<file path="src/design/aed_pkg.sv">
// shared widths, register indexes and types for the echo delay unit
// no dependencies

package aed_pkg;

    localparam int SAMPLE_W  = 16;
    localparam int OUT_W     = 17;
    localparam int GAIN_W    = 15;
    localparam int DELAY_W   = 11;
    localparam int CFG_IDX_W = 2;
    localparam int CFG_DATA_W = GAIN_W;

    localparam int DEF_MAX_DEPTH      = 131072;
    localparam int DEF_SAMPLES_PER_MS = 48;

    localparam logic [GAIN_W-1:0]  ECHO_GAIN_RST      = 15'd2000;
    localparam logic [GAIN_W-1:0]  INPUT_FEEDBACK_RST = 15'd11000;
    localparam logic [DELAY_W-1:0] DELAY_MS_RST       = 11'd300;

    typedef enum logic [CFG_IDX_W-1:0] {
        REG_ECHO_GAIN      = 2'd0,
        REG_INPUT_FEEDBACK = 2'd1,
        REG_DELAY_MS       = 2'd2
    } cfg_reg_t;

    typedef struct packed {
        logic [GAIN_W-1:0] echo_gain;
        logic [GAIN_W-1:0] input_feedback;
    } gain_t;

endpackage

</file>
<file path="src/design/aed_dp.sv">
// sample pipeline: read stage with bypass, output register, write-back stage
// depends on aed_pkg

module aed_dp
    import aed_pkg::*;
#(
    parameter int ADDR_W = 17
) (
    input  logic                       clk,
    input  logic                       rst_n,
    input  gain_t                      gains,
    input  logic                       in_valid,
    input  logic signed [SAMPLE_W-1:0] in_sample,
    output logic                       in_ready,
    output logic                       out_valid,
    output logic signed [OUT_W-1:0]    out_sample,
    input  logic                       out_ready,
    output logic                       rd_en,
    input  logic [ADDR_W-1:0]          rd_addr,
    input  logic                       rd_filled,
    input  logic signed [SAMPLE_W-1:0] rd_data,
    output logic                       wr_en,
    output logic [ADDR_W-1:0]          wr_addr,
    output logic signed [SAMPLE_W-1:0] wr_data
);

    localparam int PROD_W = GAIN_W + 1 + SAMPLE_W;
    localparam int SH_W   = PROD_W - GAIN_W;
    localparam int SUM_W  = SH_W + 1;

    logic                       a_valid_reg;
    logic signed [SAMPLE_W-1:0] a_sample_reg;
    logic [ADDR_W-1:0]          a_addr_reg;
    logic                       a_filled_reg;
    logic                       a_byp_valid_reg;
    logic signed [SAMPLE_W-1:0] a_byp_data_reg;

    logic                       out_valid_reg;
    logic signed [OUT_W-1:0]    out_sample_reg;

    logic                       w_valid_reg;
    logic [ADDR_W-1:0]          w_addr_reg;
    logic signed [PROD_W-1:0]   pg_reg;
    logic signed [PROD_W-1:0]   pf_reg;

    logic                       a_move;
    logic                       a_load;
    logic                       w_hit;
    logic signed [SAMPLE_W-1:0] old_mem;
    logic signed [SAMPLE_W-1:0] old;
    logic signed [SH_W-1:0]     pg_sh;
    logic signed [SH_W-1:0]     pf_sh;
    logic signed [SUM_W-1:0]    sum;
    logic signed [SAMPLE_W-1:0] sat;

    assign a_move   = a_valid_reg && (!out_valid_reg || out_ready);
    assign in_ready = !a_valid_reg || !out_valid_reg || out_ready;
    assign a_load   = in_valid && in_ready;
    assign rd_en    = a_load;

    // newest in-flight write wins over the captured bypass and the memory read
    assign w_hit   = w_valid_reg && (w_addr_reg == a_addr_reg);
    assign old_mem = w_hit ? wr_data : (a_byp_valid_reg ? a_byp_data_reg : rd_data);
    assign old     = a_filled_reg ? old_mem : '0;

    always_ff @(posedge clk or negedge rst_n)
    begin
        if (!rst_n)
        begin
            a_valid_reg     <= 1'b0;
            a_byp_valid_reg <= 1'b0;
            out_valid_reg   <= 1'b0;
            w_valid_reg     <= 1'b0;
        end
        else
        begin
            a_valid_reg   <= a_load || (a_valid_reg && !a_move);
            out_valid_reg <= a_move || (out_valid_reg && !out_ready);
            w_valid_reg   <= a_move;
            if (a_load)
            begin
                a_byp_valid_reg <= w_valid_reg && (w_addr_reg == rd_addr);
            end
            else if (a_valid_reg && w_hit)
            begin
                a_byp_valid_reg <= 1'b1;
            end
        end
    end

    always_ff @(posedge clk)
    begin
        if (a_load)
        begin
            a_sample_reg   <= in_sample;
            a_addr_reg     <= rd_addr;
            a_filled_reg   <= rd_filled;
            a_byp_data_reg <= wr_data;
        end
        else if (a_valid_reg && w_hit)
        begin
            a_byp_data_reg <= wr_data;
        end
        if (a_move)
        begin
            out_sample_reg <= OUT_W'(old) + OUT_W'(a_sample_reg);
            w_addr_reg     <= a_addr_reg;
            pg_reg <= PROD_W'($signed({1'b0, gains.echo_gain})) * PROD_W'(old);
            pf_reg <= PROD_W'($signed({1'b0, gains.input_feedback})) * PROD_W'(a_sample_reg);
        end
    end

    // floor shift of each q15 product, then clamp to the sample range
    assign pg_sh = SH_W'(pg_reg >>> GAIN_W);
    assign pf_sh = SH_W'(pf_reg >>> GAIN_W);
    assign sum   = SUM_W'(pg_sh) + SUM_W'(pf_sh);

    always_comb
    begin
        if (sum[SUM_W-1:SAMPLE_W-1] == '0 || sum[SUM_W-1:SAMPLE_W-1] == '1)
        begin
            sat = sum[SAMPLE_W-1:0];
        end
        else if (sum[SUM_W-1])
        begin
            sat = {1'b1, {(SAMPLE_W-1){1'b0}}};
        end
        else
        begin
            sat = {1'b0, {(SAMPLE_W-1){1'b1}}};
        end
    end

    assign wr_en      = w_valid_reg;
    assign wr_addr    = w_addr_reg;
    assign wr_data    = sat;
    assign out_valid  = out_valid_reg;
    assign out_sample = out_sample_reg;

endmodule

</file>
<file path="config.mk">
export PLATFORM = sky130hd
export DESIGN_NAME = aed_dp
export DESIGN_NICKNAME = d
export VERILOG_FILES = /design/src/design/aed_pkg.sv /design/src/design/aed_dp.sv
export SDC_FILE = /design/constraint.sdc
export NUM_CORES = 1
export LEC_CHECK = 0
export ABC_CLOCK_PERIOD_IN_PS = 16600
export BUFFER_PORTS_ARGS = -buffer_cell sky130_fd_sc_hd__buf_4
export CORE_MARGIN = 5
export CORE_UTILIZATION = 40
export CTS_CLUSTER_DIAMETER = 40
export CTS_CLUSTER_SIZE = 20
export DETAILED_ROUTE_END_ITERATION = 10
export GPL_ROUTABILITY_DRIVEN = 0
export PLACE_DENSITY = 0.55
export REMOVE_ABC_BUFFERS = 1
export SLEW_MARGIN = 10
export SYNTH_ARGS = -nofsm -noshare
export SYNTH_HDL_FRONTEND = slang
export SYNTH_SLANG_ARGS = --single-unit
export TNS_END_PERCENT = 5
</file>
<file path="constraint.sdc">
create_clock -name clk -period 16.6 [get_ports clk]
set_input_delay 2.49 -clock clk [delete_from_list [all_inputs] [get_ports clk]]
set_output_delay 2.49 -clock clk [all_outputs]
set_load 0.02 [all_outputs]
</file>
==> results of run 1 <==
## logic make-up (layout without fill, tap and decap cells)
family                     Yosys count  in the layout  synth area share (%)
and+or+nand+nor                    659            659                 15.12
adders and majority gates          629            629                 47.75
buffers and inverters              538            646                 9.256
AOI/OAI and AO/OA                  220            220                 7.024
DFF                                122            122                 16.45
xor gates and xnor gates            93             93                 3.679
muxes                               16             16                0.7233
## stage by stage
stage               instances  hold slack [ns]  util (%)  cell area [um^2]
global route             3133           0.4813     44.61             24530
global placement         3101           0.4523     43.54             23940
CTS                      3133           0.4766     44.58             24510
detailed placement       3101           0.4618     43.54             23940
finish                   3133           0.4734     44.61             24530
floorplan                2199           0.4476         -             21820
## final timing paths
| check | startpoint | endpoint | slack [ns] |
|---|---|---|---|
| min in group asynchronous | rst_n | a_byp_valid_reg | 1.85 |
| max in group asynchronous | rst_n | wr_en | 14.64 |
| worst max register to register | pf_reg[15] | pg_reg[30] | 6.75 |
| worst min register to register | a_addr_reg[14] | wr_addr[14] | 0.47 |
| worst min-delay path | a_addr_reg[14] | wr_addr[14] | 0.47 |
| worst max-delay path | pf_reg[15] | pg_reg[30] | 6.75 |
## layer usage
metal	up-vias	track usage [%]
met5	-	0
met4	0	5.182
met3	63	1.524
met2	293	36.52
met1	8179	25.52
li1	7313	-
## worst max-delay path, delay by kind of cell, from the launching register on
kind / cells / cell delay, ns
DFF: 1 / 0.38
adders and majority gates: 9 / 3.82
buffers and inverters: 4 / 0.24
xor gates and xnor gates: 2 / 0.35
and+or+nand+nor: 6 / 1.03
AOI/OAI and AO/OA: 13 / 3.75
## cell usage in the layout (no fill, tap or decap), drive strengths merged, types with 3 or more instances in the layout
cell type    n
and4         3
nand2      242
a211o        3
fa         360
nor3        14
or3          4
o21bai      14
o211a        7
a211oi      14
a21oi       63
edfxtp     118
and2       232
buf        154
o21a        29
or2         11
nand3       11
o21ai       27
nand2b      17
nor4         5
o2111ai      3
and3        10
a21boi       4
clkbuf      19
xnor2       73
nor2b       23
mux2i       16
ha         269
nand4       17
clkinv       4
inv        464
nor2        63
clkinvlp     3
a31oi        8
a21o        22
xor2        20
o211ai       7
dfrtp        4
## final cells by class
cell class | instances | area (um^2) | area share (%)
clock buffer | 19 | 432.9 | 1.765
clock inverter | 13 | 142.6 | 0.5815
inverter | 460 | 1727 | 7.039
multi-input combinational | 1617 | 16490 | 67.23
sequential | 122 | 3643 | 14.85
tap | 748 | 935.9 | 3.816
timing repair buffer | 154 | 1156 | 4.713
==> metrics, run 1 <==
Setup Buffers After CTS 0; top cell type's share of synthesized area 32.55%; Die Footprint 60160 um^2; # diodes 0; commonest cells in the synthesized netlist inv_1, fa_1, ha_1, nand2_1, and2_1; Final nets 3085; Setup Skew 0.01972 ns; max-cap check violation count 0; vias in the first global route 17490; post-synthesis instance total 2277; post-CTS sizing 0; number of routed nets with antenna violations 0; Post-DP HPWL 45440 um; Worst-Margin Slew 1.308 ns; CP max-delay cell a211oi_2; Via-to-Cell Ratio 5.058; Worst Path Max Fanout 19; Post-Synthesis Cell Area 22140 um^2; die width 245.3 um; final wirelength 58280 um; Hold Buf Count CTS 0; Crit Path Class flop to flop; DR WL/cell 18.60 um; area of the core 54990 um^2; GRT Residual Overflow 0; CTS buffer count 17; largest net degree at the start of global routing 70; Top-Level Pins 138; Most used DFF post-synth edfxtp_1; CP Launch Type flop; CP peak stage delay 1.07 ns; ys async rst share 3.279%; GR Util All Layers 19.93%; CTS root buf clkbuf_16; CP endpoint kind flop; Tcrit/Tclk final 59.34%; CTS tree yes; highest metal used met4; antenna violations before repair 1; maximum clock path buffer count 2; min-delay worst type flop to flop; FMAX 101.5 MHz; clk slew on worst S/H paths 0.05 ns; syn_area_per_cell 9.724 um^2; synth warn 0; most numerous cell in the Yosys netlist inv_1; wire length on met1 24530 um; most used cell, CP fa_1; drc violations 0; Initial Util 40.27%; Synth area leaders fa_1, edfxtp_1, ha_1, inv_1, and2_1; Max-slew headroom 12.61%; First DRT Iteration DRCs 855; number of fill cells in the layout 5308; Setup TNS 0 ns; First-pass DRT Iterations 7; Hold Violations, Final 0; dpl ws 6.755 ns; distinct cell type count after synthesis 63; via count 15850; share of post-route cells with drive strength above 1 9.140%; min Tclk post-route 9.850 ns; status finished, final reports clean; max-slew violations 0; met3 wire length 1782 um; Critical Path AT 10.02 ns; RSZ-0062 raised after global routing false; Worst-Skew Late Latency 0.44 ns; Critical Path RT 16.77 ns; Syn-to-layout area delta 10.78%; Yosys reg bits 122; met2 wire len 30690 um; post-synth top area cell fa_1; Clock Sinks 122; H-tree depth 4; fin worst setup slack 6.750 ns; hold depth 0; final setup vio count 0; Site Rows 86; Worst R2R Path Depth 34; die height 245.3 um; port bufs 137; global-route wire length before repair 95090 um; sequential share of the synthesized area 16.45%; Post-synth EDFFs 118
Power of run 1 is left out: the tool's default activity adds up to more than one toggle a clock period on the data nets, which glitch-free logic cannot reach.
==> inputs of run 2 (changes only) <==
- ABC_CLOCK_PERIOD_IN_PS: 16600 -> 8300
- PLACE_DENSITY: 0.55 -> 0.58
- clock period: 16.6 -> 8.3 ns (I/O delays scaled with it)
==> run 2 against run 1 <==
Effect of this change: the run now ends with negative setup slack left; critical path type unchanged; clock-buffer cell count down 2; setup slack got worse by 6.8 ns; global-route usage grew 0.38 points; routed wire length up 2.9%; largest cell class unchanged; cell area grew 6.2%; utilization is 2.8 points higher; sequential share of layout area decreased by 0.86 points; clock skew decreased by 0.0050 ns.
==> metrics, run 2 (synthesized netlist as in run 1, its figures left out) <==
status finished, violations left (was finished, final reports clean); violated checks negative setup slack; Top delay family on crit path adder cells (unchanged); # diodes 0 (unchanged); most frequent cells in the layout inv_1, fa_1, buf_4, ha_1, nand2_1 (was inv_1, fa_1, ha_1, nand2_1, and2_1); RSZ-0062 raised after global routing true (was false); vias in the first global route 18080 (was 17490); Syn-to-layout area delta 17.61% (was 10.78%); Critical Path AT 8.50 ns (was 10.02 ns); Worst Path Buf+Inv 7 (was 4); CTS root buf clkbuf_16 (unchanged); Hold Buf Count CTS 0 (unchanged); via count 16610 (was 15850); die width 245.3 um (unchanged); CTS buffer count 17 (unchanged); largest net degree at the start of global routing 70 (unchanged); min-delay worst type flop to flop (unchanged); First-pass DRT Iterations 5 (was 7); antenna violations before repair 0 (was 1); die height 245.3 um (unchanged); CP endpoint kind flop (unchanged); Setup Skew 0.01469 ns (was 0.01972 ns); Initial Util 40.27% (unchanged); area of the multi-input gates 16770 um^2 (was 16490 um^2); number of routed nets with antenna violations 0 (unchanged); CP peak stage delay 0.55 ns (was 1.07 ns); GRT Residual Overflow 0 (unchanged); hold_ws 0.4685 ns (was 0.4734 ns); dpl cells 3237 (was 3101); maximum clock path buffer count 2 (unchanged); Die Footprint 60160 um^2 (unchanged); GR Util All Layers 20.32% (was 19.93%); drc violations 0 (unchanged); Site Rows 86 (unchanged); Tcrit/Tclk final 100.2% (was 59.34%); Post-DP HPWL 48020 um (was 45440 um); H-tree depth 4 (unchanged); CP Launch Type flop (unchanged); fin worst setup slack -0.01510 ns (was 6.750 ns); final wirelength 60000 um (was 58280 um); clk slew on worst S/H paths 0.07 ns (was 0.05 ns); Hold Violations, Final 0 (unchanged); Crit Path Class flop to flop (unchanged); global-route wire length before repair 96970 um (was 95090 um); DR WL/cell 18.24 um (was 18.60 um); min Tclk post-route 8.315 ns (was 9.850 ns); max-slew violations 0 (unchanged); share of post-route cells with drive strength above 1 16.37% (was 9.140%); fin util 47.36% (was 44.61%); Max-slew headroom 34.71% (was 12.61%); Final nets 3241 (was 3085); max-cap check violation count 0 (unchanged); register area 3643 um^2 (unchanged); Worst Path Max Fanout 6 (was 19); Critical Path RT 8.49 ns (was 16.77 ns); Top-Level Pins 138 (unchanged); Non-Filler Instances 3289 (was 3133); FMAX 120.3 MHz (was 101.5 MHz); Worst-Margin Slew 0.9793 ns (was 1.308 ns); number of fill cells in the layout 5205 (was 5308); most used cell, CP fa_1 (unchanged); commonest non-fill, non-tap cell in the layout inv_1 (unchanged); Worst-Skew Late Latency 0.44 ns (about the same); Clock Sinks 122 (unchanged); First DRT Iteration DRCs 719 (was 855); port bufs 137 (unchanged); CP max-delay cell fa_1 (was a211oi_2); CTS tree yes (unchanged); Via-to-Cell Ratio 5.051 (was 5.058); final setup vio count 2 (was 0); area of the core 54990 um^2 (unchanged)
-- run 2: metrics by stage --
step                area (um^2)  TNS (ns)  setup WS (ns)
floorplan                 21820    -9.871        -0.9528
global placement          25000    -4.218        -0.3868
detailed placement        25000    -6.215        -0.5700
CTS                       25820   -0.1320       -0.06627
global route              26040    -3.212        -0.3726
finish                    26040  -0.02850       -0.01510
-- run 2: final cells by class --
| class | count | area share [%] |
|---|---|---|
| repair buffers | 309 | 9.139 |
| clock buffers | 17 | 1.634 |
| inverters | 460 | 6.630 |
| multi-input cells | 1618 | 64.42 |
| flip-flops and latches | 122 | 13.99 |
| well taps | 748 | 3.594 |
| clock inverters | 15 | 0.5958 |
-- run 2: metal layers --
layer	routed length (um)	GRT usage (%)	vias up
li1	-	-	7630
met1	24930	26.11	8495
met2	31020	36.47	412
met3	2461	1.960	75
met4	1591	5.974	0
met5	0	0	-
-- run 2: path summary, 6_finish.rpt --
check / from / to / slack [ns] / cells past startpoint
hold reg to reg: a_addr_reg[2] / wr_addr[2] / 0.47 / 0
max in group asynchronous: rst_n / wr_en / 7.59 / 1
min in group asynchronous: rst_n / out_valid / 0.59 / 1
setup / recovery: pg_reg[16] / pg_reg[30] / -0.02 / 36
hold / removal: a_addr_reg[2] / wr_addr[2] / 0.47 / 0
setup reg to reg: pg_reg[16] / pg_reg[30] / -0.02 / 36
-- run 2: what timing repair did --
| item | CTS | global route |
|---|---|---|
| pin swaps | 29 | 21 |
| cloned | 1 | 0 |
| gates resized for setup | 26 | 29 |
| setup endpoints to repair | 16 | 16 |
| setup buffers | 12 | 7 |
Power of run 2 is left out for the same reason.
==> inputs of run 3 (changes only) <==
- CORE_UTILIZATION: 40 -> 58
- PLACE_DENSITY: 0.58 -> 0.79
==> run 3 against run 2 <==
Effect of this change: the run still ends with negative setup slack left; non-clock buffer count down 19; register-to-register slack worse by 0.14 ns; routed wire length down 1.4%; first-iteration DRC count up 76%; cell count down 7.8%; utilization up 21 points; setup slack worse by 0.14 ns; sequential share of layout area up 0.21 points; fmax down 1.7%; sequential cell count unchanged.
==> metrics, run 3 (synthesized netlist as in run 1, its figures left out) <==
share of post-route cells with drive strength above 1 16.18% (was 16.37%); max-cap check violation count 0 (unchanged); worst r2r src pg_reg[15] (was pg_reg[16]); port bufs 137 (unchanged); drc violations 0 (unchanged); antenna violations before repair 1 (was 0); Hold Buf Count CTS 0 (unchanged); Hold Violations, Final 0 (unchanged); GR Util All Layers 28.83% (was 20.32%); Top delay family on crit path adder cells (unchanged); final setup vio count 10 (was 2); GRT Residual Overflow 0 (unchanged); die height 205.4 um (was 245.3 um); die width 205.4 um (was 245.3 um); CP max-delay cell fa_1 (unchanged); via count 17040 (was 16610); CTS tree yes (unchanged); FMAX 118.3 MHz (was 120.3 MHz); CTS root buf clkbuf_16 (unchanged); Site Rows 71 (was 86); largest net degree at the start of global routing 70 (unchanged); Worst-Margin Slew 0.9206 ns (was 0.9793 ns); min-delay worst type flop to flop (unchanged); Setup crit start pg_reg[15] (was pg_reg[16]); CP peak stage delay 0.54 ns (was 0.55 ns); Worst-Skew Late Latency 0.43 ns (was 0.44 ns); Max-slew headroom 38.63% (was 34.71%); Post-DP HPWL 45920 um (was 48020 um); Die Footprint 42190 um^2 (was 60160 um^2); CP endpoint kind flop (unchanged); Crit Path Class flop to flop (unchanged); Critical Path AT 8.72 ns (was 8.50 ns); Setup Skew 0.005505 ns (was 0.01469 ns); H-tree depth 4 (unchanged); Tcrit/Tclk final 101.9% (was 100.2%); fin worst setup slack -0.1560 ns (was -0.01510 ns); Clock Sinks 122 (unchanged); clk slew on worst S/H paths 0.06 ns (was 0.07 ns); DR WL/cell 19.50 um (was 18.24 um); area of the core 37670 um^2 (was 54990 um^2); Worst Path Max Fanout 5 (was 6); max-slew violations 0 (unchanged); violated checks negative setup slack (unchanged); dpl ws -0.5594 ns (was -0.5700 ns); Worst Path Buf+Inv 9 (was 7); First-pass DRT Iterations 6 (was 5); CP Launch Type flop (unchanged); most frequent cells in the layout inv_1, fa_1, buf_4, ha_1, nand2_1 (unchanged); Final nets 3222 (was 3241); Critical Path RT 8.56 ns (was 8.49 ns); Top-Level Pins 138 (unchanged); # diodes 0 (unchanged); commonest non-fill, non-tap cell in the layout inv_1 (unchanged); hold path start a_addr_reg[4] (was a_addr_reg[2]); Initial Util 58.79% (was 40.27%); vias in the first global route 18860 (was 18080); number of routed nets with antenna violations 0 (unchanged); maximum clock path buffer count 2 (unchanged); Via-to-Cell Ratio 5.617 (was 5.051); RSZ-0062 raised after global routing true (unchanged); First DRT Iteration DRCs 1264 (was 719); status finished, violations left (unchanged); global-route wire length before repair 95190 um (was 96970 um); CTS buffer count 17 (unchanged); min Tclk post-route 8.456 ns (was 8.315 ns); Syn-to-layout area delta 15.87% (was 17.61%); final wirelength 59140 um (was 60000 um)
run 3: final timing paths:
| check | endpoint | slack (ns) | cells after the start |
|---|---|---|---|
| worst max-delay path | pg_reg[29] | -0.16 | 38 |
| worst min-delay path | wr_addr[4] | 0.47 | 0 |
| worst max register to register | pg_reg[29] | -0.16 | 38 |
| worst min register to register | wr_addr[4] | 0.47 | 0 |
| max in group asynchronous | wr_en | 7.59 | 1 |
| min in group asynchronous | a_valid_reg | 0.60 | 1 |
run 3: timing repair:
item,CTS,global route
pin swaps,48,25
cloned,0,1
buffers inserted,18,10
gates resized for setup,47,29
setup endpoints to repair,15,16
run 3: per-layer routing:
metal	vias up	wire (um)	share of wire, %	global-route usage [%]
met1	8532	21420	36	33.96
met2	723	30170	51	50.35
met5	-	0	0	0
met4	0	3214	5.4	14.90
met3	191	4341	7.3	5.453
li1	7590	-	-	-
run 3: final cells by class:
type | count | area [um^2]
repair buffers | 290 | 2237
clock buffers | 18 | 439.2
multi-input cells | 1618 | 16830
fillers | 2776 | 12010
clock inverters | 14 | 136.4
inverters | 460 | 1727
well taps | 511 | 639.4
flip-flops and latches | 122 | 3643
run 3: stage by stage:
stage / instance area [um^2] / TNS, ns / utilization [%] / hold WS, ns / instances
6_report: 25660 / -0.8427 / 68.12 / 0.4730 / 3033
5_1_grt: 25660 / -4.950 / 68.12 / 0.4799 / 3033
4_1_cts: 25430 / -0.1542 / 67.53 / 0.4731 / 3022
3_5_place_dp: 24490 / -5.932 / 65.02 / 0.4585 / 2972
3_3_place_gp: 24490 / -3.263 / 65.02 / 0.4547 / 2972
2_1_floorplan: 21820 / -9.871 / - / 0.4476 / 2199
run 3: worst register-to-register path: cells and delay by family (launching register included):
kind / cells / cell delay, ns
AND/OR/NAND/NOR: 5 / 0.90
adder cells (fa/ha/maj): 9 / 3.56
buffers and inverters: 9 / 0.91
XOR/XNOR: 1 / 0.26
AO/OA/AOI/OAI: 14 / 2.31
flip-flops: 1 / 0.37
Power of run 3 is left out for the same reason.
