**config.mk**
```make
export PLATFORM = sky130hd
export DESIGN_NAME = aed_cfg
export DESIGN_NICKNAME = d
export VERILOG_FILES = /design/src/design/aed_pkg.sv /design/src/design/aed_cfg.sv
export SDC_FILE = /design/constraint.sdc
export NUM_CORES = 1
export LEC_CHECK = 0
export BUFFER_PORTS_ARGS = -buffer_cell sky130_fd_sc_hd__buf_2
export CAP_MARGIN = 25
export CORE_MARGIN = 2
export CORE_UTILIZATION = 53
export DETAILED_ROUTE_END_ITERATION = 10
export HOLD_SLACK_MARGIN = 0.15
export PLACE_DENSITY = 0.86
export SLEW_MARGIN = 20
export SYNTH_ARGS = -nofsm -noshare
export SYNTH_HDL_FRONTEND = slang
export SYNTH_SLANG_ARGS = --single-unit
```
**constraint.sdc**
```tcl
create_clock -name clk -period 0.9 [get_ports clk]
set_input_delay 0.18 -clock clk [delete_from_list [all_inputs] [get_ports clk]]
set_output_delay 0.18 -clock clk [all_outputs]
set_load 0.05 [all_outputs]
```
**src/design/aed_pkg.sv**
```systemverilog
// shared widths, register indexes and types for the echo delay unit
// no dependencies

package aed_pkg;

    localparam int SAMPLE_W  = 16;
    localparam int OUT_W     = 17;
    localparam int GAIN_W    = 15;
    localparam int DELAY_W   = 11;
    localparam int CFG_IDX_W = 2;
    localparam int CFG_DATA_W = GAIN_W;

    localparam int DEF_MAX_DEPTH      = 131072;
    localparam int DEF_SAMPLES_PER_MS = 48;

    localparam logic [GAIN_W-1:0]  ECHO_GAIN_RST      = 15'd2000;
    localparam logic [GAIN_W-1:0]  INPUT_FEEDBACK_RST = 15'd11000;
    localparam logic [DELAY_W-1:0] DELAY_MS_RST       = 11'd300;

    typedef enum logic [CFG_IDX_W-1:0] {
        REG_ECHO_GAIN      = 2'd0,
        REG_INPUT_FEEDBACK = 2'd1,
        REG_DELAY_MS       = 2'd2
    } cfg_reg_t;

    typedef struct packed {
        logic [GAIN_W-1:0] echo_gain;
        logic [GAIN_W-1:0] input_feedback;
    } gain_t;

endpackage

```
**src/design/aed_cfg.sv**
```systemverilog
// configuration registers and line length for the echo delay unit
// depends on aed_pkg

module aed_cfg
    import aed_pkg::*;
#(
    parameter int MAX_DEPTH      = DEF_MAX_DEPTH,
    parameter int SAMPLES_PER_MS = DEF_SAMPLES_PER_MS
) (
    input  logic                         clk,
    input  logic                         rst_n,
    input  logic                         cfg_we,
    input  logic [CFG_IDX_W-1:0]         cfg_index,
    input  logic [CFG_DATA_W-1:0]        cfg_data,
    output gain_t                        gains,
    output logic [$clog2(MAX_DEPTH)-1:0] last_idx,
    output logic                         clear
);

    localparam int ADDR_W    = $clog2(MAX_DEPTH);
    localparam int SPM_W     = $clog2(SAMPLES_PER_MS + 1);
    localparam int MS_PROD_W = DELAY_W + SPM_W;
    localparam int LEN_W     = (MS_PROD_W > ADDR_W + 1) ? MS_PROD_W : ADDR_W + 1;

    gain_t             gains_reg;
    logic [ADDR_W-1:0] last_reg;

    // last valid index of the line: min(max(ms,1) * spm, depth) - 1
    function automatic logic [ADDR_W-1:0] calc_last(input logic [DELAY_W-1:0] ms);
        logic [DELAY_W-1:0]   ms_eff;
        logic [MS_PROD_W-1:0] ms_prod;
        logic [LEN_W-1:0]     len;
        ms_eff  = (ms == '0) ? DELAY_W'(1) : ms;
        ms_prod = MS_PROD_W'(ms_eff) * MS_PROD_W'(SAMPLES_PER_MS);
        len     = LEN_W'(ms_prod);
        if (len > LEN_W'(MAX_DEPTH))
        begin
            len = LEN_W'(MAX_DEPTH);
        end
        return ADDR_W'(len - LEN_W'(1));
    endfunction

    assign clear = cfg_we && (cfg_index == REG_DELAY_MS);

    always_ff @(posedge clk or negedge rst_n)
    begin
        if (!rst_n)
        begin
            gains_reg.echo_gain      <= ECHO_GAIN_RST;
            gains_reg.input_feedback <= INPUT_FEEDBACK_RST;
            last_reg                 <= calc_last(DELAY_MS_RST);
        end
        else if (cfg_we)
        begin
            unique case (cfg_index)
                REG_ECHO_GAIN:      gains_reg.echo_gain      <= cfg_data;
                REG_INPUT_FEEDBACK: gains_reg.input_feedback <= cfg_data;
                REG_DELAY_MS:       last_reg <= calc_last(cfg_data[DELAY_W-1:0]);
                default:            ;
            endcase
        end
    end

    assign gains    = gains_reg;
    assign last_idx = last_reg;

endmodule

```
==> metrics, run 1 <==
H-tree levels=2; number of synthesized flops with an enable pin=0; clk root buf=clkbuf_8; synth unique cells=51; cells after synthesis=247; FP Rows=25; DP Area=3570 µm²; most common flop cell mapped by yosys=dfrtp_1; worst_ep grt=last_idx[15]$_DFFE_PN0P_/D; Num CTS Buffers=5; Post-Syn Area=2580 µm²; Last stage=global routing (5_1_grt); post-DP HPWL=5.67 mm; # IOs=68; synthesis-stage register bit count=43; worst-case clock buffer depth=2; largest net degree at the start of global routing=44; die width=73.8 µm; syn avg cell area=10.4 µm²; pre-CTS setup slack=-2410 ps; error message=[ERROR DPL-0038] Utilization greater than 100%, impossible to legalize; Async SR Flop Fraction=1.00; sequential share of the synthesized area=0.426; Sink Count=43; Synthesis Warnings=0; Die Height=73.8 µm; starting density of the core=0.550; gpl congestion=0.936; input/output buffers=63; Worst EP Category=register input; status=did not finish
## timing repair
item / in CTS
pin swaps: 16
hold endpoints to repair: 52
buffers inserted: 28
resized for setup: 153
hold buffers: 4
setup endpoints to repair: 56
gates cloned: 0
## cell usage after synthesis (all sizes together) (3+ instances only)
library cell / instances / area [µm²]
nand2: 27 / 101
dfrtp: 24 / 601
nor2: 24 / 90.1
mux2: 23 / 259
o21ai: 22 / 110
dfstp: 19 / 499
ha: 12 / 150
inv: 10 / 37.5
buf: 8 / 71.3
a21oi: 6 / 30.0
xor2: 6 / 75.1
clkbuf: 5 / 18.8
o211ai: 5 / 42.5
xnor2: 5 / 43.8
nor3: 4 / 31.3
or3: 4 / 30.0
a211oi: 3 / 22.5
a31oi: 3 / 33.8
and2: 3 / 21.3
mux2i: 3 / 30.0
nand3: 3 / 27.5
o21a: 3 / 22.5
## cells by family after synthesis
logic type	synth area share
other	0.00145
AOI/OAI and AO/OA	0.155
xor gates and xnor gates	0.0461
muxes	0.112
and+or+nand+nor	0.151
buffers and inverters	0.0495
adders and majority gates	0.0582
DFF	0.426
## through the flow
step / TNS (ps) / utilization / cells
4_1_cts: -28280 / 0.940 / 455
3_5_place_dp: -30410 / 0.761 / 416
2_1_floorplan: -24240 / - / 250
3_3_place_gp: -28710 / 0.761 / 416
==> run 2, diff against run 1 <==
Settings changed: CORE_UTILIZATION 53 to 40, HOLD_SLACK_MARGIN 0.15 to unset, PLACE_DENSITY 0.86 to unset, PLACE_DENSITY_LB_ADDON set to 0.15.
==> run 2 against run 1 <==
Effect of this change:
- the flow now finishes, with violations (setup timing)
- synthesized cell count unchanged
- synthesized area unchanged
==> metrics, run 2 <==
Synthesis Warnings=0; Synth area leader=dfrtp_1; failing checks=setup timing; Max Fclk=351 MHz; per-cell routed wire length=14.7 µm; DIE AREA=7100 µm²; DRT Wirelength=6.93 mm; Nets=424; worst-case clock buffer depth=2; Placeable Area=6280 µm²; Worst Path Max Fanout=3; vias in the first global route=2414; Data required, critical path=1140 ps; Cell Int Power=4960 µW; static leakage=0.00206 µW; Post-Syn Area=2580 µm²; most common flop cell mapped by yosys=dfrtp_1; clk_lat worst skew=290 ps; Via-to-Cell Ratio=4.94; top cells by count, synth=27 x nand2_1, 24 x dfrtp_1, 24 x nor2_1, 23 x mux2_2, 20 x o21ai_0; fin crit period=2840 ps; Num CTS Buffers=5; gpl congestion=0.832; final core utilization=0.710; first-pass iteration count of the detailed router=4; FP Rows=29; DRC viols=0; cells after synthesis=247; syn avg cell area=10.4 µm²; Pwr per Cell Area=1870 nW/µm²; Routed Antenna Nets=0; Die Height=84.3 µm; starting density of the core=0.411; sequential share of the synthesized area=0.426; number of synthesized flops with an enable pin=0; top post-synthesis cells by area=dfrtp_1 23%, dfstp_2 19%, mux2_2 10%, ha_1 5.8%, nand2_1 3.9%; Startpoint Class=primary input; RSZ-0062 raised after global routing=true; status=finished, violations left; Sequential cell area=1110 µm²; DRT iter0 DRCs=66; input/output buffers=63; Comb pwr share=0.525; Flop pwr share=0.331; Sink Count=43; # IOs=68; post-DP HPWL=4.87 mm; pre-CTS setup slack=-2380 ps; Async SR Flop Fraction=1.00; Vias=2323; max-cap violation count=0; die width=84.3 µm; initial antenna violation count=0; final hold violations=0; GR Util All Layers=0.199; P_sw=3350 µW; final-report max-slew violation count=0; number of flip-flops in the largest register=30; gr ovfl total=0; first-pass GRT wire length=11.4 mm; synthesis-stage register bit count=43; Peak VDD IR=1.31 mV; worst path arrival time=3080 ps; share of layout cells above drive strength 1=0.641; H-tree levels=2; CTS tree=yes; area occupied by multi-input gates=1620 µm²; skew final=0 ps; Sw Share=0.404; most common cell in the netlist=nand2_1; P&R area growth vs syn=72.7%; worst setup margin=-1940 ps; Worst Setup End Kind=flop; fillers=437; commonest non-fill, non-tap cell in the layout=buf_4; Hold Crit Class=primary input to flop; top cell type's share of synthesized area=0.233; clk root buf=clkbuf_8; # diodes=0; Power, Total=8310 µW; clock network power share=0.145; period utilization=3.16; Worst-path clk slew=80 ps; largest net degree at the start of global routing=44; CP Class=primary input to flop; most frequent cells in the layout=72 x buf_4, 34 x buf_6, 27 x buf_8; synth unique cells=51; setup violators final=57
==> run 2: cell counts after synthesis <==
Identical to the previous run, type by type.
==> run 2: path summary, 6_finish.rpt <==
kind | startpoint | endpoint | slack (ps) | cells after the start
min reg2reg | last_idx[12]$_DFFE_PN1P_ | last_idx[12]$_DFFE_PN1P_ | 490 | 2
max reg2reg | gains[15]$_DFFE_PN0P_ | gains[15]$_DFFE_PN0P_ | -10 | 2
min | cfg_data[13] | gains[28]$_DFFE_PN0P_ | 140 | 2
min in group asynchronous | rst_n | gains[28]$_DFFE_PN0P_ | 390 | 3
max in group asynchronous | rst_n | last_idx[12]$_DFFE_PN1P_ | 240 | 3
max | cfg_data[5] | last_idx[15]$_DFFE_PN0P_ | -1940 | 15
==> run 2: timing repair <==
item / CTS / global route
buffers inserted: 17 / 8
hold buffers: 1 / 0
endpoints found under the hold margin: 24 / 0
setup endpoints to repair: 56 / 61
gates resized for setup: 146 / 25
pin swaps: 18 / 8
==> run 2: layout make-up <==
cell class / count / area share
sequential: 43 / 0.249
clock inverter: 2 / 0.00281
inverter: 10 / 0.0166
multi-input combinational: 184 / 0.364
timing repair buffer: 148 / 0.330
clock buffer: 6 / 0.0163
tap: 77 / 0.0216
==> run 2: through the flow <==
| stage | setup TNS, ps | area [µm²] | std cells | hold WS [ps] |
|---|---|---|---|---|
| after floorplan | -24240 | 2800 | 250 | -116 |
| after global placement | -29770 | 3580 | 438 | 171 |
| after detailed placement | -30800 | 3580 | 438 | 177 |
| after CTS | -26110 | 4300 | 463 | 124 |
| after global routing | -28450 | 4450 | 470 | 123 |
| final | -26000 | 4450 | 470 | 135 |
==> run 2: layer usage <==
metal  GRT usage  share of wire  wire [µm]
met5           0              0          0
met1       0.259           0.44       3060
met3      0.0374          0.039        273
met2       0.347           0.51       3510
met4      0.0367          0.012         80
==> run 2: cell families after synthesis <==
logic type,share of synthesized area
AO/OA/AOI/OAI,0.155
XOR/XNOR,0.0461
adder cells (fa/ha/maj),0.0582
buffers and inverters,0.0495
flip-flops,0.426
multiplexers,0.112
other,0.00145
AND/OR/NAND/NOR,0.151
==> run 2: power groups by stage <==
| stage | logic [µW] | clock network, µW | registers [µW] |
|---|---|---|---|
| global placement | 3390 | 0 | 2630 |
| detailed placement | 3400 | 0 | 2650 |
| global route | 4590 | 1330 | 2790 |
| floorplan | 1090 | 0 | 4000 |
| finish | 4360 | 1200 | 2750 |
| CTS | 4200 | 1250 | 2730 |
==> run 2: worst max-delay path: stages <==
cell      delay [ps]
buf_8            100
inv_6             50
ha_4             110
and4b_2          230
and3_4           210
nor2_2            30
mux2_4           270
ha_4             240
or3_4            330
a31oi_4          170
o211ai_2         100
and4bb_4         370
nand3_4           70
or4_4            520
nand3_2           80
No activity file was read; power rests on OpenSTA's default activity.
==> run 3, diff against run 2 <==
Settings changed: SETUP_SLACK_MARGIN set to 0.4.
==> run 3 against run 2 <==
Effect of this change:
- the run ends with hold timing, setup timing left
- die area unchanged
- non-clock buffer count up 10
- final cell count grew 2.1%
- clock skew unchanged
- wire length grew 11%
- worst hold slack worse by 280 ps
- critical path depth unchanged
- critical path type unchanged
- first-iteration DRC count up 38%
==> metrics, run 3 (synthesized netlist as in run 2, its figures left out) <==
status=finished, violations left; failing checks=hold timing, setup timing; crit-path cells=buf_8, inv_6, ha_4, and4b_2, and3_4, nor2_2, mux2_4, ha_4, or3_4, a31oi_4, o211ai_2, and4bb_4, nand3_4, or4_4, nand3_2; Nets=434; Worst Setup End Kind=flop; Worst Path Max Fanout=4; first-pass iteration count of the detailed router=4; gr ovfl total=0; # IOs=68; critical path's top delay family=simple AND/OR/NAND/NOR gates; fillers=403; buffer and inverter count on the worst path=2; # diodes=0; Max Fclk=347 MHz; die width=84.3 µm; Slowest cell on crit path=or4_4; Vias=2418; GR Util All Layers=0.210; Power, Total=8850 µW; Most Frequent Cell on Critical Path=ha_4; skew final=0 ps; DRT iter0 DRCs=91; fin crit period=2880 ps; worst-case clock buffer depth=2; Pwr per Cell Area=1890 nW/µm²; static leakage=0.00214 µW; share of layout cells above drive strength 1=0.722; RSZ-0062 raised after global routing=true; Placeable Area=6280 µm²; Die Height=84.3 µm; Data required, critical path=1130 ps; final-report max-slew violation count=0; CP Class=primary input to flop; vias in the first global route=2486; worst reg2reg path endpoint=gains[16]$_DFFE_PN0P_; Critical Path Max Stage Delay=540 ps; worst path arrival time=3110 ps; clk root buf=clkbuf_8; Sink Count=43; Hold WS=-146 ps; Finished Cell Area=4680 µm²; final hold violations=24; starting density of the core=0.411; Num CTS Buffers=5; DRC viols=0; P&R area growth vs syn=81.4%; r2r worst-path depth=3; DRT Wirelength=7.72 mm; H-tree levels=2; worst setup margin=-1980 ps; reg2reg start=gains[16]$_DFFE_PN0P_; input/output buffers=63; setup violators final=76; number of flip-flops in the largest register=30; Startpoint Class=primary input; Hold Crit Class=primary input to asynchronous set/reset pin; per-cell routed wire length=16.1 µm; post-DP HPWL=5.01 mm; Worst-path clk slew=90 ps; period utilization=3.20; DP Area=3620 µm²; commonest non-fill, non-tap cell in the layout=buf_4; gpl congestion=0.823; CTS tree=yes; largest net degree at the start of global routing=44; Peak VDD IR=1.40 mV; clk_lat worst skew=290 ps; first-pass GRT wire length=11.9 mm; most frequent cells in the layout=73 x buf_4, 43 x buf_6, 28 x buf_8; Routed Antenna Nets=0; FP Rows=29; initial antenna violation count=0; max-cap violation count=0; R2R Setup Slk=-110 ps; Via-to-Cell Ratio=5.04; Crit. Startpoint=cfg_data[8]; DIE AREA=7100 µm²
[run 3: changes by cell type in the layout (fill, tap and decap cells not counted), sizes merged]
cell         delta
buf            +10
bufinv          +1
clkinv          +1
clkinvlp        -1
dlygate4sd3     -1
[run 3: timing repair]
action / 4_1_cts / 5_1_grt
hold endpoints to repair: 24 / 24
setup endpoints to repair: 87 / 87
pin swaps: 27 / 15
gates cloned: 1 / 2
gates resized for setup: 171 / 32
setup buffers: 18 / 9
[run 3: power breakdown]
part | internal [µW] | total [µW] | switching (µW)
Clock | 827 | 1510 | 688
Sequential | 2460 | 2790 | 323
Combinational | 2080 | 4550 | 2460
[run 3: metrics by stage]
step | utilization | setup slack, ps | std cells | setup TNS, ps | hold slack, ps
floorplan | - | -2360 | 250 | -24340 | -116
global placement | 0.576 | -2350 | 442 | -30000 | 173
detailed placement | 0.576 | -2420 | 442 | -30750 | 175
CTS | 0.710 | -1900 | 469 | -26850 | -155
global route | 0.745 | -2040 | 480 | -30630 | -132
finish | 0.745 | -1980 | 480 | -28510 | -146
[run 3: worst max path at each step]
stage	endpoint	slack [ps]	cells after the start
CTS	last_idx[15]$_DFFE_PN0P_	-1900	15
floorplan	last_idx[15]$_DFFE_PN0P_	-2360	14
finish	last_idx[15]$_DFFE_PN0P_	-1980	15
global placement	last_idx[15]$_DFFE_PN0P_	-2350	15
global route	last_idx[15]$_DFFE_PN0P_	-2040	15
detailed placement	last_idx[15]$_DFFE_PN0P_	-2420	15
[run 3: metal layers]
| layer | vias up | part of all wire | track usage |
|---|---|---|---|
| met5 | - | 0 | 0 |
| li1 | 1168 | - | - |
| met4 | 0 | 0.0087 | 0.0572 |
| met3 | 8 | 0.034 | 0.0236 |
| met1 | 1185 | 0.44 | 0.280 |
| met2 | 57 | 0.52 | 0.362 |
[run 3: cell type report]
class                   instances  area (µm²)  share of cell area
inverters                      10        71.3              0.0152
clock inverters                 3        43.8             0.00936
multi-input cells             184        1670               0.358
clock buffers                   5        68.8              0.0147
flip-flops and latches         43        1130               0.241
repair buffers                158        1600               0.341
well taps                      77        96.3              0.0206
[run 3: worst register-to-register path: cells and delay by family, from the launching register on]
| kind | cells | cell delay [ps] |
|---|---|---|
| buf+inv | 2 | 220 |
| mux | 1 | 250 |
| flops | 1 | 430 |
==> run 4, diff against run 3 <==
Settings changed: GPL_TIMING_DRIVEN set to 0.
==> run 4 against run 3 <==
Effect of this change:
- the flow still finishes with violations (hold timing, setup timing)
- clock-buffer cell count unchanged
- maximum frequency down 5.4%
- register-to-register slack about the same
- critical path depth up 1
- flip-flop and latch count unchanged
- utilization down 4.5 points
- die area unchanged
- final cell count down 7.9%
- critical path type unchanged
- combinational power down 5.5%
==> metrics, run 4 (synthesized netlist as in run 2, its figures left out) <==
DP Area=3240 µm²; vias in the first global route=2320; worst-case clock buffer depth=2; crit-path cells=buf_8, inv_6, ha_4, and4b_2, and3_4, clkbuf_16, nor2_4, mux2_4, ha_4, or3_4, a31oi_4, o211ai_2, and4bb_4, nand3_4, or4_4, nand3_2; status=finished, violations left; clk_lat worst skew=300 ps; GR Util All Layers=0.205; FP Rows=29; most frequent cells in the layout=50 x buf_6, 31 x buf_8, 26 x buf_4; Hold WS=-145 ps; starting density of the core=0.411; die width=84.3 µm; clk root buf=clkbuf_8; H-tree levels=2; Critical Path Max Stage Delay=540 ps; Num CTS Buffers=5; number of flip-flops in the largest register=30; Vias=2325; P&R area growth vs syn=70.4%; Most Frequent Cell on Critical Path=ha_4; buffer and inverter count on the worst path=3; input/output buffers=62; Slowest cell on crit path=or4_4; Most Crowded Layer GR=met2; initial antenna violation count=0; skew final=0 ps; Die Height=84.3 µm; # diodes=0; Least-Margin Pin Slew=537 ps; commonest non-fill, non-tap cell in the layout=buf_6; DRC viols=0; critical path's top delay family=simple AND/OR/NAND/NOR gates; final-report max-slew violation count=0; Slew Limit Headroom=0.642; static leakage=0.00196 µW; Placeable Area=6280 µm²; CP Class=primary input to flop; Worst-path clk slew=90 ps; first-pass GRT wire length=11.7 mm; M3 GR Usage=0.0324; failing checks=hold timing, setup timing; DRT Wirelength=7.63 mm; DP Cell Count=389; setup violators final=73; Finished Cell Area=4390 µm²; Sink Count=43; Hold Crit Class=primary input to asynchronous set/reset pin; period utilization=3.38; setup TNS=-30780 ps; Worst Path Max Fanout=5; Nets=396; Routed Antenna Nets=0; Startpoint Class=primary input; post-DP HPWL=4.37 mm; non-filler cells, final=442; final core utilization=0.700; final hold violations=24; met1 Track Usage GR=0.264; gpl congestion=0.842; gr ovfl total=0; max-cap violation count=0; largest net degree at the start of global routing=44; Worst Setup End Kind=flop; DRT iter0 DRCs=86; worst setup margin=-2150 ps; share of layout cells above drive strength 1=0.660; worst path arrival time=3290 ps; Data required, critical path=1140 ps; first-pass iteration count of the detailed router=4; Via-to-Cell Ratio=5.26; Max Fclk=328 MHz; # IOs=68; met2 Use GR=0.355; DIE AREA=7100 µm²; per-cell routed wire length=17.3 µm; Peak VDD IR=1.44 mV; CTS tree=yes; Pwr per Cell Area=1960 nW/µm²; RSZ-0062 raised after global routing=true; fin crit period=3050 ps
-- run 4: cell types whose count changed in the layout (fill, tap and decap cells not counted), sizes merged --
cell	before	now
buf	157	117
clkbuf	6	8
-- run 4: worst reg2reg max path, stage by stage (launching register included) --
cell,delay [ps]
dfrtp_2,440
buf_6,120
buf_6,100
mux2_4,250
-- run 4: area by class of cell --
type,instances,area [µm²]
Tap cell,77,96.3
Inverter,10,71.3
Timing Repair Buffer,107,1190
Sequential cell,43,1130
Multi-Input combinational cell,184,1640
Clock buffer,5,68.8
Fill cell,453,1880
Buffer,13,153
Clock inverter,3,43.8
-- run 4: final timing paths --
check | from | cells past startpoint | end | slack, ps
min in group clk | cfg_data[6] | 3 | gains[6]$_DFFE_PN1P_ | 110
max reg2reg | gains[14]$_DFFE_PN0P_ | 3 | gains[14]$_DFFE_PN0P_ | -110
min reg2reg | gains[5]$_DFFE_PN1P_ | 2 | gains[5]$_DFFE_PN1P_ | 480
max in group asynchronous | rst_n | 1 | last_idx[8]$_DFFE_PN0P_ | 640
max | cfg_data[4] | 16 | last_idx[15]$_DFFE_PN0P_ | -2150
min | rst_n | 1 | gains[26]$_DFFE_PN0P_ | -140
-- run 4: what timing repair did --
action	in CTS	in global routing
setup endpoints to repair	130	87
gates resized for setup	167	34
pin swaps	9	3
gates cloned	3	0
setup buffers	28	14
endpoints found under the hold margin	24	24
-- run 4: metrics by stage --
step           total power, µW  hold WS, ps  worst slack, ps
5_1_grt                   8980         -110            -2210
4_1_cts                   8330         -123            -2100
3_3_place_gp              5760          374            -2850
6_report                  8620         -145            -2150
2_1_floorplan             5130         -116            -2360
3_5_place_dp              5800          386            -2870
-- run 4: metal layers --
metal / part of all wire / wire length [µm] / vias to the layer above
li1: - / - / 1092
met1: 0.42 / 3190 / 1162
met2: 0.53 / 4030 / 56
met3: 0.034 / 263 / 15
met4: 0.019 / 147 / 0
met5: 0 / 0 / -
-- run 4: power breakdown --
part	total, µW	switching (µW)	internal [µW]	leakage (µW)
Clock	1530	702	827	0.0000581
Sequential	2790	330	2460	0.000463
Combinational	4300	2400	1900	0.00144
Total	8620	3430	5190	0.00196
